[src/hdl/crlc_pkg.sv]
// ----------------------------------------------------------------------------
// crlc_pkg
// Shared types and text constants for the line response classifier.
// ----------------------------------------------------------------------------
package crlc_pkg;

  localparam int unsigned BANNER_LEN = 17;
  localparam int unsigned PROG_W     = 5;
  localparam int unsigned NUM_EXACT  = 3;
  localparam int unsigned EXACT_MAX  = 16;
  localparam int unsigned CLASS_W    = 3;

  localparam logic [7:0] CHAR_CR = 8'h0D;
  localparam logic [7:0] CHAR_LF = 8'h0A;

  typedef enum logic [CLASS_W-1:0] {
    CLASS_BANNER   = 3'd0,
    CLASS_PRESSED  = 3'd1,
    CLASS_RELEASED = 3'd2,
    CLASS_WRONG    = 3'd3,
    CLASS_OTHER    = 3'd4
  } line_class_e;

  // reset banner text, no character repeats its first letter
  localparam logic [7:0] BANNER_TEXT [BANNER_LEN] = '{
    8'h57, 8'h65, 8'h6C, 8'h63, 8'h6F, 8'h6D, 8'h65, 8'h20, 8'h74,
    8'h6F, 8'h20, 8'h4E, 8'h75, 8'h63, 8'h6C, 8'h65, 8'h6F
  };

  // exact texts: button pressed, button released, wrong command
  localparam logic [7:0] EXACT_TEXT [NUM_EXACT][EXACT_MAX] = '{
    '{8'h42, 8'h55, 8'h54, 8'h54, 8'h4F, 8'h4E, 8'h3A, 8'h50,
      8'h52, 8'h45, 8'h53, 8'h53, 8'h45, 8'h44, 8'h00, 8'h00},
    '{8'h42, 8'h55, 8'h54, 8'h54, 8'h4F, 8'h4E, 8'h3A, 8'h52,
      8'h45, 8'h4C, 8'h45, 8'h41, 8'h53, 8'h45, 8'h44, 8'h00},
    '{8'h57, 8'h72, 8'h6F, 8'h6E, 8'h67, 8'h20, 8'h63, 8'h6F,
      8'h6D, 8'h6D, 8'h61, 8'h6E, 8'h64, 8'h00, 8'h00, 8'h00}
  };

  localparam logic [3:0] EXACT_LEN [NUM_EXACT] = '{4'd14, 4'd15, 4'd13};

  typedef struct packed {
    logic        valid;
    line_class_e line_class;
  } crlc_result_t;

endpackage

[src/hdl/crlc_in_stage.sv]
// ----------------------------------------------------------------------------
// crlc_in_stage
// Input register for received bytes, released when the core consumes a beat.
// ----------------------------------------------------------------------------
module crlc_in_stage (
  input  logic       clk_i,
  input  logic       rst_ni,
  input  logic       in_valid_i,
  output logic       in_ready_o,
  input  logic [7:0] rx_byte_i,
  input  logic       take_i,
  output logic       valid_o,
  output logic [7:0] byte_o
);

  logic       valid_q, valid_d;
  logic [7:0] byte_q;
  logic       accept;

  assign in_ready_o = !valid_q || take_i;
  assign accept     = in_valid_i && in_ready_o;

  always_comb begin
    valid_d = valid_q;
    if (accept) begin
      valid_d = 1'b1;
    end else if (take_i) begin
      valid_d = 1'b0;
    end
  end

  always_ff @(posedge clk_i or negedge rst_ni) begin
    if (!rst_ni) begin
      valid_q <= 1'b0;
    end else begin
      valid_q <= valid_d;
    end
  end

  always_ff @(posedge clk_i) begin
    if (accept) begin
      byte_q <= rx_byte_i;
    end
  end

  assign valid_o = valid_q;
  assign byte_o  = byte_q;

endmodule

[src/hdl/crlc_core.sv]
// ----------------------------------------------------------------------------
// crlc_core
// Running line state: length, previous byte, banner and exact-text matching.
// ----------------------------------------------------------------------------
module crlc_core #(
  parameter int unsigned LINE_LIMIT = 255
) (
  input  logic                  clk_i,
  input  logic                  rst_ni,
  input  logic                  step_i,
  input  logic [7:0]            byte_i,
  output crlc_pkg::crlc_result_t result_o
);
  import crlc_pkg::*;

  localparam int unsigned LW = $clog2(LINE_LIMIT);
  localparam logic [LW-1:0] LAST_POS = LW'(LINE_LIMIT - 1);

  logic [LW-1:0]        len_q, len_d;
  logic [7:0]           prev_q;
  logic [PROG_W-1:0]    prog_q, prog_d;
  logic                 found_q, found_d;
  logic [NUM_EXACT-1:0] miss_q, miss_d;
  logic                 zero_q, zero_d;

  logic                 over, complete, feed;
  logic [7:0]           c;
  logic [LW-1:0]        bpos;
  logic [NUM_EXACT-1:0] miss_f;
  logic [PROG_W-1:0]    prog_f;
  logic                 found_f, zero_f;
  line_class_e          cls;

  assign over     = (len_q >= LAST_POS);
  assign complete = !over && (len_q != '0) && (prev_q == CHAR_CR) && (byte_i == CHAR_LF);
  assign feed     = !over && (len_q != '0);
  assign c        = complete ? 8'h00 : prev_q;
  assign bpos     = len_q - LW'(1);

  always_comb begin
    miss_f  = miss_q;
    prog_f  = prog_q;
    found_f = found_q;
    zero_f  = zero_q;
    if (feed && !zero_q) begin
      for (int i = 0; i < NUM_EXACT; i++) begin
        if (bpos < LW'(EXACT_LEN[i])) begin
          if (c != EXACT_TEXT[i][bpos[3:0]]) miss_f[i] = 1'b1;
        end else if (bpos == LW'(EXACT_LEN[i])) begin
          if (c != 8'h00) miss_f[i] = 1'b1;
        end else begin
          miss_f[i] = 1'b1;
        end
      end
      if (c == 8'h00) begin
        zero_f = 1'b1;
        prog_f = '0;
      end else if (!found_q) begin
        if (c == BANNER_TEXT[prog_q]) begin
          prog_f = prog_q + PROG_W'(1);
        end else if (c == BANNER_TEXT[0]) begin
          prog_f = PROG_W'(1);
        end else begin
          prog_f = '0;
        end
        if (prog_f == PROG_W'(BANNER_LEN)) begin
          found_f = 1'b1;
          prog_f  = '0;
        end
      end
    end
  end

  always_comb begin
    if (found_f) begin
      cls = CLASS_BANNER;
    end else if (!miss_f[0]) begin
      cls = CLASS_PRESSED;
    end else if (!miss_f[1]) begin
      cls = CLASS_RELEASED;
    end else if (!miss_f[2]) begin
      cls = CLASS_WRONG;
    end else begin
      cls = CLASS_OTHER;
    end
  end

  assign result_o.valid      = complete;
  assign result_o.line_class = cls;

  always_comb begin
    if (over || complete) begin
      len_d   = '0;
      prog_d  = '0;
      found_d = 1'b0;
      miss_d  = '0;
      zero_d  = 1'b0;
    end else begin
      len_d   = len_q + LW'(1);
      prog_d  = prog_f;
      found_d = found_f;
      miss_d  = miss_f;
      zero_d  = zero_f;
    end
  end

  always_ff @(posedge clk_i or negedge rst_ni) begin
    if (!rst_ni) begin
      len_q   <= '0;
      prev_q  <= '0;
      prog_q  <= '0;
      found_q <= 1'b0;
      miss_q  <= '0;
      zero_q  <= 1'b0;
    end else if (step_i) begin
      len_q   <= len_d;
      prev_q  <= byte_i;
      prog_q  <= prog_d;
      found_q <= found_d;
      miss_q  <= miss_d;
      zero_q  <= zero_d;
    end
  end

  assert property (@(posedge clk_i) disable iff (!rst_ni) len_q <= LAST_POS)
    else $error("line length beyond limit");

  assert property (@(posedge clk_i) disable iff (!rst_ni)
    prog_q < PROG_W'(BANNER_LEN))
    else $error("banner progress out of range");

  assert property (@(posedge clk_i) disable iff (!rst_ni)
    step_i && (result_o.valid || over) |=> (len_q == '0) && !found_q && (miss_q == '0))
    else $error("line state not cleared after line end");

endmodule

[src/hdl/crlc_out_stage.sv]
// ----------------------------------------------------------------------------
// crlc_out_stage
// Result register holding one class code until the receiver takes it.
// ----------------------------------------------------------------------------
module crlc_out_stage (
  input  logic                   clk_i,
  input  logic                   rst_ni,
  input  logic                   load_i,
  input  crlc_pkg::line_class_e  class_i,
  output logic                   free_o,
  output logic                   out_valid_o,
  input  logic                   out_ready_i,
  output logic [2:0]             line_class_o
);
  import crlc_pkg::*;

  logic        valid_q, valid_d;
  line_class_e class_q;

  assign free_o = !valid_q || out_ready_i;

  always_comb begin
    valid_d = valid_q;
    if (load_i) begin
      valid_d = 1'b1;
    end else if (out_ready_i) begin
      valid_d = 1'b0;
    end
  end

  always_ff @(posedge clk_i or negedge rst_ni) begin
    if (!rst_ni) begin
      valid_q <= 1'b0;
    end else begin
      valid_q <= valid_d;
    end
  end

  always_ff @(posedge clk_i) begin
    if (load_i) begin
      class_q <= class_i;
    end
  end

  assign out_valid_o  = valid_q;
  assign line_class_o = class_q;

endmodule

[src/hdl/crlf_line_response_classifier.sv]
// ----------------------------------------------------------------------------
// crlf_line_response_classifier
// Classifies CR LF terminated lines received byte by byte.
// ----------------------------------------------------------------------------
// Input channel: in_valid_i / in_ready_o with rx_byte_i, one byte per beat.
// Output channel: out_valid_o / out_ready_i with line_class_o, one beat per
// completed line (0 banner, 1 pressed, 2 released, 3 wrong command, 4 other).
// Bytes that do not complete a line give no output beat; a line that reaches
// LINE_LIMIT bytes is dropped silently.
// Throughput: one byte per cycle unless a completed line waits on a full
// result register; the match update between the registers is combinational.
// The LF byte waits in the input register until the result register is free,
// then its class code is loaded there and shown with out_valid_o.
// Reset clears the line state, the previous byte and the valid flags of both registers.
// When the receiver stalls, a byte that would complete a line waits in the
// input register; bytes that complete nothing keep flowing, and input ready
// drops only once that waiting byte cannot move on.
// ----------------------------------------------------------------------------
module crlf_line_response_classifier #(
  parameter int unsigned LINE_LIMIT = 255
) (
  input  logic       clk_i,
  input  logic       rst_ni,
  input  logic       in_valid_i,
  output logic       in_ready_o,
  input  logic [7:0] rx_byte_i,
  output logic       out_valid_o,
  input  logic       out_ready_i,
  output logic [2:0] line_class_o
);
  import crlc_pkg::*;

  logic         s1_valid;
  logic [7:0]   s1_byte;
  logic         step;
  logic         out_free;
  crlc_result_t res;

  crlc_in_stage u_in (
    .clk_i      (clk_i),
    .rst_ni     (rst_ni),
    .in_valid_i (in_valid_i),
    .in_ready_o (in_ready_o),
    .rx_byte_i  (rx_byte_i),
    .take_i     (step),
    .valid_o    (s1_valid),
    .byte_o     (s1_byte)
  );

  crlc_core #(
    .LINE_LIMIT (LINE_LIMIT)
  ) u_core (
    .clk_i    (clk_i),
    .rst_ni   (rst_ni),
    .step_i   (step),
    .byte_i   (s1_byte),
    .result_o (res)
  );

  assign step = s1_valid && (!res.valid || out_free);

  crlc_out_stage u_out (
    .clk_i        (clk_i),
    .rst_ni       (rst_ni),
    .load_i       (step && res.valid),
    .class_i      (res.line_class),
    .free_o       (out_free),
    .out_valid_o  (out_valid_o),
    .out_ready_i  (out_ready_i),
    .line_class_o (line_class_o)
  );

  assert property (@(posedge clk_i) disable iff (!rst_ni)
    !(step && res.valid && out_valid_o && !out_ready_i))
    else $error("result loaded over a stalled beat");

  assert property (@(posedge clk_i) disable iff (!rst_ni)
    !in_ready_o |-> s1_valid && res.valid)
    else $error("input stalled without a waiting line result");

  assert property (@(posedge clk_i) disable iff (!rst_ni)
    step && res.valid |=> out_valid_o)
    else $error("line result lost");

endmodule
[config.mk]
export PLATFORM = sky130hd
export DESIGN_NAME = crlf_line_response_classifier
export DESIGN_NICKNAME = d
export VERILOG_FILES = /design/src/hdl/crlc_pkg.sv /design/src/hdl/crlc_in_stage.sv /design/src/hdl/crlc_core.sv /design/src/hdl/crlc_out_stage.sv /design/src/hdl/crlf_line_response_classifier.sv
export SDC_FILE = /design/constraint.sdc
export NUM_CORES = 1
export LEC_CHECK = 0
export BUFFER_PORTS_ARGS = -buffer_cell sky130_fd_sc_hd__buf_2
export CORE_MARGIN = 2
export CORE_UTILIZATION = 45
export CTS_CLUSTER_DIAMETER = 150
export DETAILED_ROUTE_END_ITERATION = 16
export PLACE_DENSITY = 0.6
export SLEW_MARGIN = 20
export SYNTH_ARGS = -nofsm -noshare
export SYNTH_HDL_FRONTEND = slang
export SYNTH_SLANG_ARGS = --single-unit
export TNS_END_PERCENT = 30
[constraint.sdc]
create_clock -name clk_i -period 4.43 [get_ports clk_i]
set_clock_uncertainty 0.2 [all_clocks]
set_input_delay 0.443 -clock clk_i [delete_from_list [all_inputs] [get_ports clk_i]]
set_output_delay 0.443 -clock clk_i [all_outputs]
set_load 0.02 [all_outputs]
# Word level (Yosys, flattened, before mapping)
# Memory sizes are Yosys's and may differ from the RTL's.
# Index checks and enable logic that the tools add are counted.
op_classes:
  n_addsub: 3
  n_lt_le_gt_ge: 6
  eq_ne: 12
  muxes: 49
  n_bitwise: 4
  n_reduce_logical: 27
op_table:
  columns: ["cell", "count"]
  rows:
  - ["$mux W8", 10]
  - ["$mux W5", 9]
  - ["$eq A8 B4 Y1 const B", 5]
  - ["$mux W1", 26]
  - ["$lt A8 B4 Y1 const B", 3]
  - ["$ne A8 B8 Y1", 3]
  - ["$reduce_bool A8 Y1", 2]
  - ["$mux W3", 3]
  - ["$add A8 B1 Y8 const B", 1]
  - ["$eq A8 B7 Y1 const B", 1]
  - ["$eq A8 B8 Y1", 1]
  - ["$ge A8 B8 Y1 const B", 1]
  - ["$logic_not A8 Y1", 1]
  - ["$reduce_bool A2 Y1", 4]
  - ["$sub A8 B1 Y8 const B", 1]
  - ["$logic_and A1 B1 Y1", 7]
  - ["$ge A6 B6 Y1 const B", 1]
  - ["$not A5 Y6", 1]
  - ["$reduce_and A3 Y1", 2]
  - ["$add A5 B1 Y5 const B", 1]
  - ["$eq A5 B5 Y1 const B", 1]
  - ["$ge A5 B5 Y1 const B", 1]
  - ["$logic_not A1 Y1", 5]
  - ["$not A4 Y5", 1]
  - ["6 further kinds", 10]
totals:
  ff_bits: 39
  rom_bits: 640
  inputBits: 12
  output_inout_bits: 5
  n_memories: 4
memory_table:
  columns: ["memory", "depth", "width", "rd", "rd_clocked_by_memory_dff", "write_ports", "line", "source"]
  rows:
  - ["(name not given)", 32, 8, 1, 0, 0, "crlc_core.sv:59", "if (c == BANNER_TEXT[prog_q]) begin"]
  - ["(name not given)", 16, 8, 1, 0, 0, "crlc_core.sv:48", "if (c != EXACT_TEXT[i][bpos[3:0]]) miss_f[i] = 1'b1;"]
  - ["(name not given)", 16, 8, 1, 0, 0, "crlc_core.sv:48", null]
  - ["(name not given)", 16, 8, 1, 0, 0, "crlc_core.sv:48", null]

# Logic depth before layout (Yosys ltp)
logic_depth:
  depth_word: 18
  depth_mapped: 15

# By module
# A second synthesis with hierarchy kept.
unflattened:
  cells_unflattened: 399
  area_unflattened_um2: 3513.4
modules_own_cells:
  columns: ["module", "n_inst", "cells_each", "area_per_inst_um2", "seq_area_each_um2"]
  rows:
  - ["crlc_core", 1, 378, 3062.9, 650.6]
  - ["crlc_in_stage", 1, 12, 294.0, 265.3]
  - ["crlc_out_stage", 1, 6, 137.6, 115.1]
  - ["crlf_line_response_classifier", 1, 3, 18.8, 0.0]

# Worst setup path after synthesis
# No wires, ideal clock.
synth_path:
  kind: "reg-to-reg"
  startpoint: "register u_core.len_q[0]"
  endpoint: "register u_out.class_q[0] (netlist: u_out.line_class_o[0]) (data pin)"
  setup_ps: 255
  arrival_ps: 3336
  t_required_ps: 3975
  setup_slack_ps: 640
  path_stages_with_launch: 16
  period_less_slack_ps: 3790
  path_cell_list: "dfrtp_1 > buf_2 > inv_1 > ha_1 > inv_1 > ha_1 > clkbuf_1 > clkbuf_1 > clkbuf_1 > o21ai_0 > a21oi_1 > o2111ai_1 > a2111oi_0 > o311ai_1 > and3_1 > o21ba_1"
synth_via:
  elab_chain_cells: 17
synth_rtl:
  columns: ["element", "line", "source"]
  rows:
  - ["start, declared", "crlc_core.sv:19", "logic [LW-1:0] len_q, len_d;"]
  - ["start signal, assigned", "crlc_core.sv:116", "len_q <= len_d;"]
  - ["$ge A8 B8 Y1", "crlc_core.sv:34", "assign over = (len_q >= LAST_POS);"]
  - ["$logic_not A1 Y1", "crlc_core.sv:35, crlc_core.sv:36", null]
  - ["$logic_and A1 B1 Y1", "crlc_core.sv:35, crlc_core.sv:36", null]
  - ["$logic_and A1 B1 Y1 (2 in a row)", "crlc_core.sv:35", "assign complete = !over && (len_q != '0) && (prev_q == CHAR_CR) && (byte_i == CHAR_LF);"]
  - ["$mux W8", "crlc_core.sv:37", "assign c = complete ? 8'h00 : prev_q;"]
  - ["$eq A8 B7 Y1", "crlc_core.sv:61", "end else if (c == BANNER_TEXT[0]) begin"]
  - ["$mux W1", "crlc_core.sv:61", null]
  - ["$mux W5", "crlc_core.sv:59", null]
  - ["$mux W5", "crlc_core.sv:58", "end else if (!found_q) begin"]
  - ["$mux W5", "crlc_core.sv:55", "if (c == 8'h00) begin"]
  - ["$mux W5", "crlc_core.sv:45", "if (feed && !zero_q) begin"]
  - ["$eq A5 B5 Y1", "crlc_core.sv:66", "if (prog_f == PROG_W'(BANNER_LEN)) begin"]
  - ["$mux W1", "crlc_core.sv:66", null]
  - ["$mux W1", "crlc_core.sv:58", null]
  - ["$mux W1", "crlc_core.sv:55", null]
  - ["$mux W1", "crlc_core.sv:45", null]
  - ["end signal, assigned", "crlc_out_stage.sv:41", "class_q <= class_i;"]
  - ["end, declared", "crlc_out_stage.sv:18", "line_class_e class_q;"]
# Several ways; a longest one is shown, not always the timed one. The select of a mux whose other input is x is not followed.
# A chain may end at the register's enable or synchronous reset.

# Final worst setup path
layout_path:
  startpoint: "register u_core.len_q[1]"
  endpoint: "register u_out.class_q[0] (netlist: u_out.line_class_o[0]) (data pin)"
# The elaborated chain is that of the path after synthesis.

==> key figures <==
Status
  – Status: complete, no violations

Timing
  – Fin crit period: ~3.8 ns
  – Sum Neg Setup Slack: 0 ns
  – Worst setup margin: around 0.63 ns
  – Fin crit share: approximately 86%
  – Fin. Hold Viols: 0
  – # setup viols final: 0
  – Slew margin rel.: a little over half
  – Worst Hold Slack: between 0.1 and 0.15 ns
  – Max Slew Vio Count: 0
  – Fmax: 263 MHz
  – Slew @ Worst Pin: roughly 0.67 ns
  – RSZ-0062 raised after global routing: no

Clock network
  – Total CTS buffers: 5
  – CTS sink count: 39
  – CTS max path bufs: 2
  – CTS clk-pin slew, worst paths: roughly 0.080 ns
  – Worst-Skew Late Latency: 0.29 ns
  – CTS tree: done
  – Root Buffer: clkbuf_8
  – H-tree Lvls: 2

Die
  – Vert. Die Dim: just over 90 um
  – Row count: 31
  – Chip Width: 91.1 um
  – Core Area: ~7300 um2
  – Num ports: 17
  – Die area: a little over 8000 um2
  – Initial Utilization: between 40% and 50%

Route
  – Final ANT Viol Nets: 0
  – Drt via density: between 5 and 6
  – Routed len/inst: ~17 um
  – Routed via count: 3,115
  – Drt pass-1 iters: 4
  – DRC viols: 0
  – WL final: between 8000 and 9000 um
  – Drt first-iter violations: ~220

Worst setup path
  – Data arrival time at the worst-slack endpoint: between 3 and 4 ns
  – Crit path from: u_core.len_q[1]$_DFFE_PN0P_
  – Worst Setup Path Type: flip-flop to flip-flop
  – CP required: ~4.3 ns
  – CP startpoint kind: flip-flop
  – Crit. End Element: flip-flop
  – Setup crit end: u_out.line_class_o[0]$_SDFFCE_PP0P_
  – Cells on worst reg2reg path: 10
  – R2R Path End: u_out.line_class_o[0]$_SDFFCE_PP0P_
  – Flop2flop setup slack: roughly 0.63 ns
  – Critical Path Fanout Max: 9
  – Worst r2r src: u_core.len_q[1]$_DFFE_PN0P_

Synthesis
  – Ys async rst share: just over 70%
  – Combinational family with the most area after synthesis: simple AND/OR/NAND/NOR gates
  – Post-synth top area share: around a fifth
  – EDFF count, synth: 11
  – Syn. warnings: 0
  – Sequential share of the synthesized area: a little under a third
  – Synth top cells by count: nand2_1, nor2_1, dfrtp_1, nand3_1, o21ai_0
  – Adder-cell share of the synthesized area: around 6.6%
  – Post-synthesis compound-gate area fraction: roughly a fifth
  – Cell variety after synth: just under 70
  – Syn Nets: between 400 and 500
  – Proportion of synthesized area in mux cells: 2.49%
  – Yosys reg bits: 39
  – Area contributors post-synth: dfrtp_1, edfxtp_1, ha_1
  – Synth area leader: dfrtp_1
  – Mapped Area: 3410 um2
  – Most numerous cell in the Yosys netlist: nand2_1
  – Post-Synth XOR/XNOR Area: ~4%
  – Synth Flop Type: dfrtp_1
  – Syn avg cell area: between 8 and 9 um2
  – Post-Syn Instances: between 400 and 500
  – Post-synthesis simple-gate area fraction: approximately a third

GRT
  – Met3 Usage GRT: roughly 2%
  – GRT Residual Overflow: 0
  – Met1 Use GR: a little under a third
  – Vias in the first global route: around 2,900
  – GRT Total Usage: between 20% and 30%
  – Largest net degree at the start of global routing: 29
  – Initial antenna violation count: 0
  – M2 GR Usage: 36.5%
  – GRT Max-Usage Layer: met2
  – First-pass GRT wire length: ~15,000 um

Layout
  – Fin nets: 451
  – Area Overhead vs Synth: 7.66%
  – Filler cells: about 770
  – Share of layout cells above drive strength 1: between 10% and 20%
  – Antenna Cells: 0

Power and ir drop
  – Peak supply drop: between 0.15 and 0.2 mV
  – Pwr Total: around 1.9 mW
  – Lkg Pwr: between 1 and 1.5 nW
  – Pwr per Cell Area: ~520 nW/um2

Place
  – Final Wtd Congestion: a little over 0.9
  – Pre-CTS WS: about 0.63 ns
  – # port buffers: 16
  – DP HPWL: approximately 6600 um

Worst hold path
  – Hold crit path type: input pin to flip-flop

Flow run
  – Max-cap violation count: 0
[layout make-up]
| class | instances | area [um2] | area share (%) |
|---|---|---|---|
| timing repair buffer | 27 | 165 | 4.49 |
| clock inverter | 3 | 43.8 | 1.19 |
| multi-input combinational | 333 | 2190 | 59.5 |
| clock buffer | 5 | 68.8 | 1.87 |
| inverter | 15 | 56.3 | 1.53 |
| tap | 99 | 124 | 3.37 |
| sequential | 39 | 1030 | 28.1 |
[where the power goes]
group	internal, mW	switching (mW)	leakage [nW]	total, mW
registers	0.425	0.116	0.464	0.541
clock network	0.168	0.132	0.0581	0.299
logic	0.432	0.646	0.941	1.08
total	1.02	0.893	1.46	1.92
[registers in the layout, summed over array words and instances, names as in the netlist]
| signal | cells |
|---|---|
| u_core.found_q | 1 |
| u_core.len_q | 8 |
| u_core.miss_q | 3 |
| u_core.prev_q | 8 |
| u_core.prog_q | 5 |
| u_core.zero_q | 1 |
| u_in.byte_o | 8 |
| u_in.valid_o | 1 |
| u_out.line_class_o | 3 |
| u_out.out_valid_o | 1 |
[cells by family (layout without fill, tap and decap cells)]
| family | after synthesis | count (layout) |
|---|---|---|
| compound gates | 96 | 96 |
| xor+xnor | 16 | 16 |
| fa+ha+maj | 18 | 18 |
| buf+inv | 45 | 50 |
| flops | 39 | 39 |
| mux | 6 | 6 |
| simple gates | 197 | 197 |
[layer usage]
metal  share of wire (%)  routed length [um]
met5                   0                   0
met2                  48                4190
met4                 1.3                 113
met1                  47                4180
met3                 3.6                 320
[through the flow]
| stage | utilization, % | cell area (um2) | cells |
|---|---|---|---|
| 4_1_cts | 50.4 | 3670 | 521 |
| 3_3_place_gp | 48.7 | 3550 | 512 |
| 6_report | 50.4 | 3670 | 521 |
| 3_5_place_dp | 48.7 | 3550 | 512 |
| 2_1_floorplan | - | 3410 | 417 |
| 5_1_grt | 50.4 | 3670 | 521 |
[timing repair]
item	in CTS	in global routing
resized for setup	0	0
buffers inserted	0	0
setup endpoints to repair	0	0
hold endpoints to repair	28	0
hold buffers	1	0
[critical path, stage by stage (launching register included)]
cell and delay (ns):
dfrtp_1 0.49, inv_1 0.13, ha_1 0.25, nor4b_2 0.18
and3b_1 0.31, nor4_4 0.40, and2_1 0.22, nand3_1 0.08
a2111o_1 0.50, o31ai_1 0.58, o21ba_1 0.23
[cells in the final DEF, fill, tap and decap left out, drive strengths merged, types with 6 or more instances in the layout]
master  Yosys  routed
inv        15      15
nand3      21      21
o21ai      21      21
nor3       18      18
ha         18      18
nand4       8       8
a211oi      7       7
nor2       36      36
buf        12      26
nand2      47      47
dfrtp      28      28
nand2b     15      15
nor4       11      11
edfxtp     11      11
or2         6       6
a21oi      18      18
xnor2      11      11
[worst min path at each step]
stage | start | to | depth (start not counted)
after floorplan | rst_ni | u_core.found_q$_DFFE_PN0P_ | 0
after global placement | u_in.byte_o[5]$_DFFE_PP_ | u_core.prev_q[5]$_DFFE_PN0P_ | 2
after global routing | rx_byte_i[5] | u_in.byte_o[5]$_DFFE_PP_ | 1
after detailed placement | u_in.byte_o[4]$_DFFE_PP_ | u_core.prev_q[4]$_DFFE_PN0P_ | 2
after CTS | rx_byte_i[7] | u_in.byte_o[7]$_DFFE_PP_ | 1
final | rx_byte_i[7] | u_in.byte_o[7]$_DFFE_PP_ | 1
No activity file was read; power rests on OpenSTA's default activity.
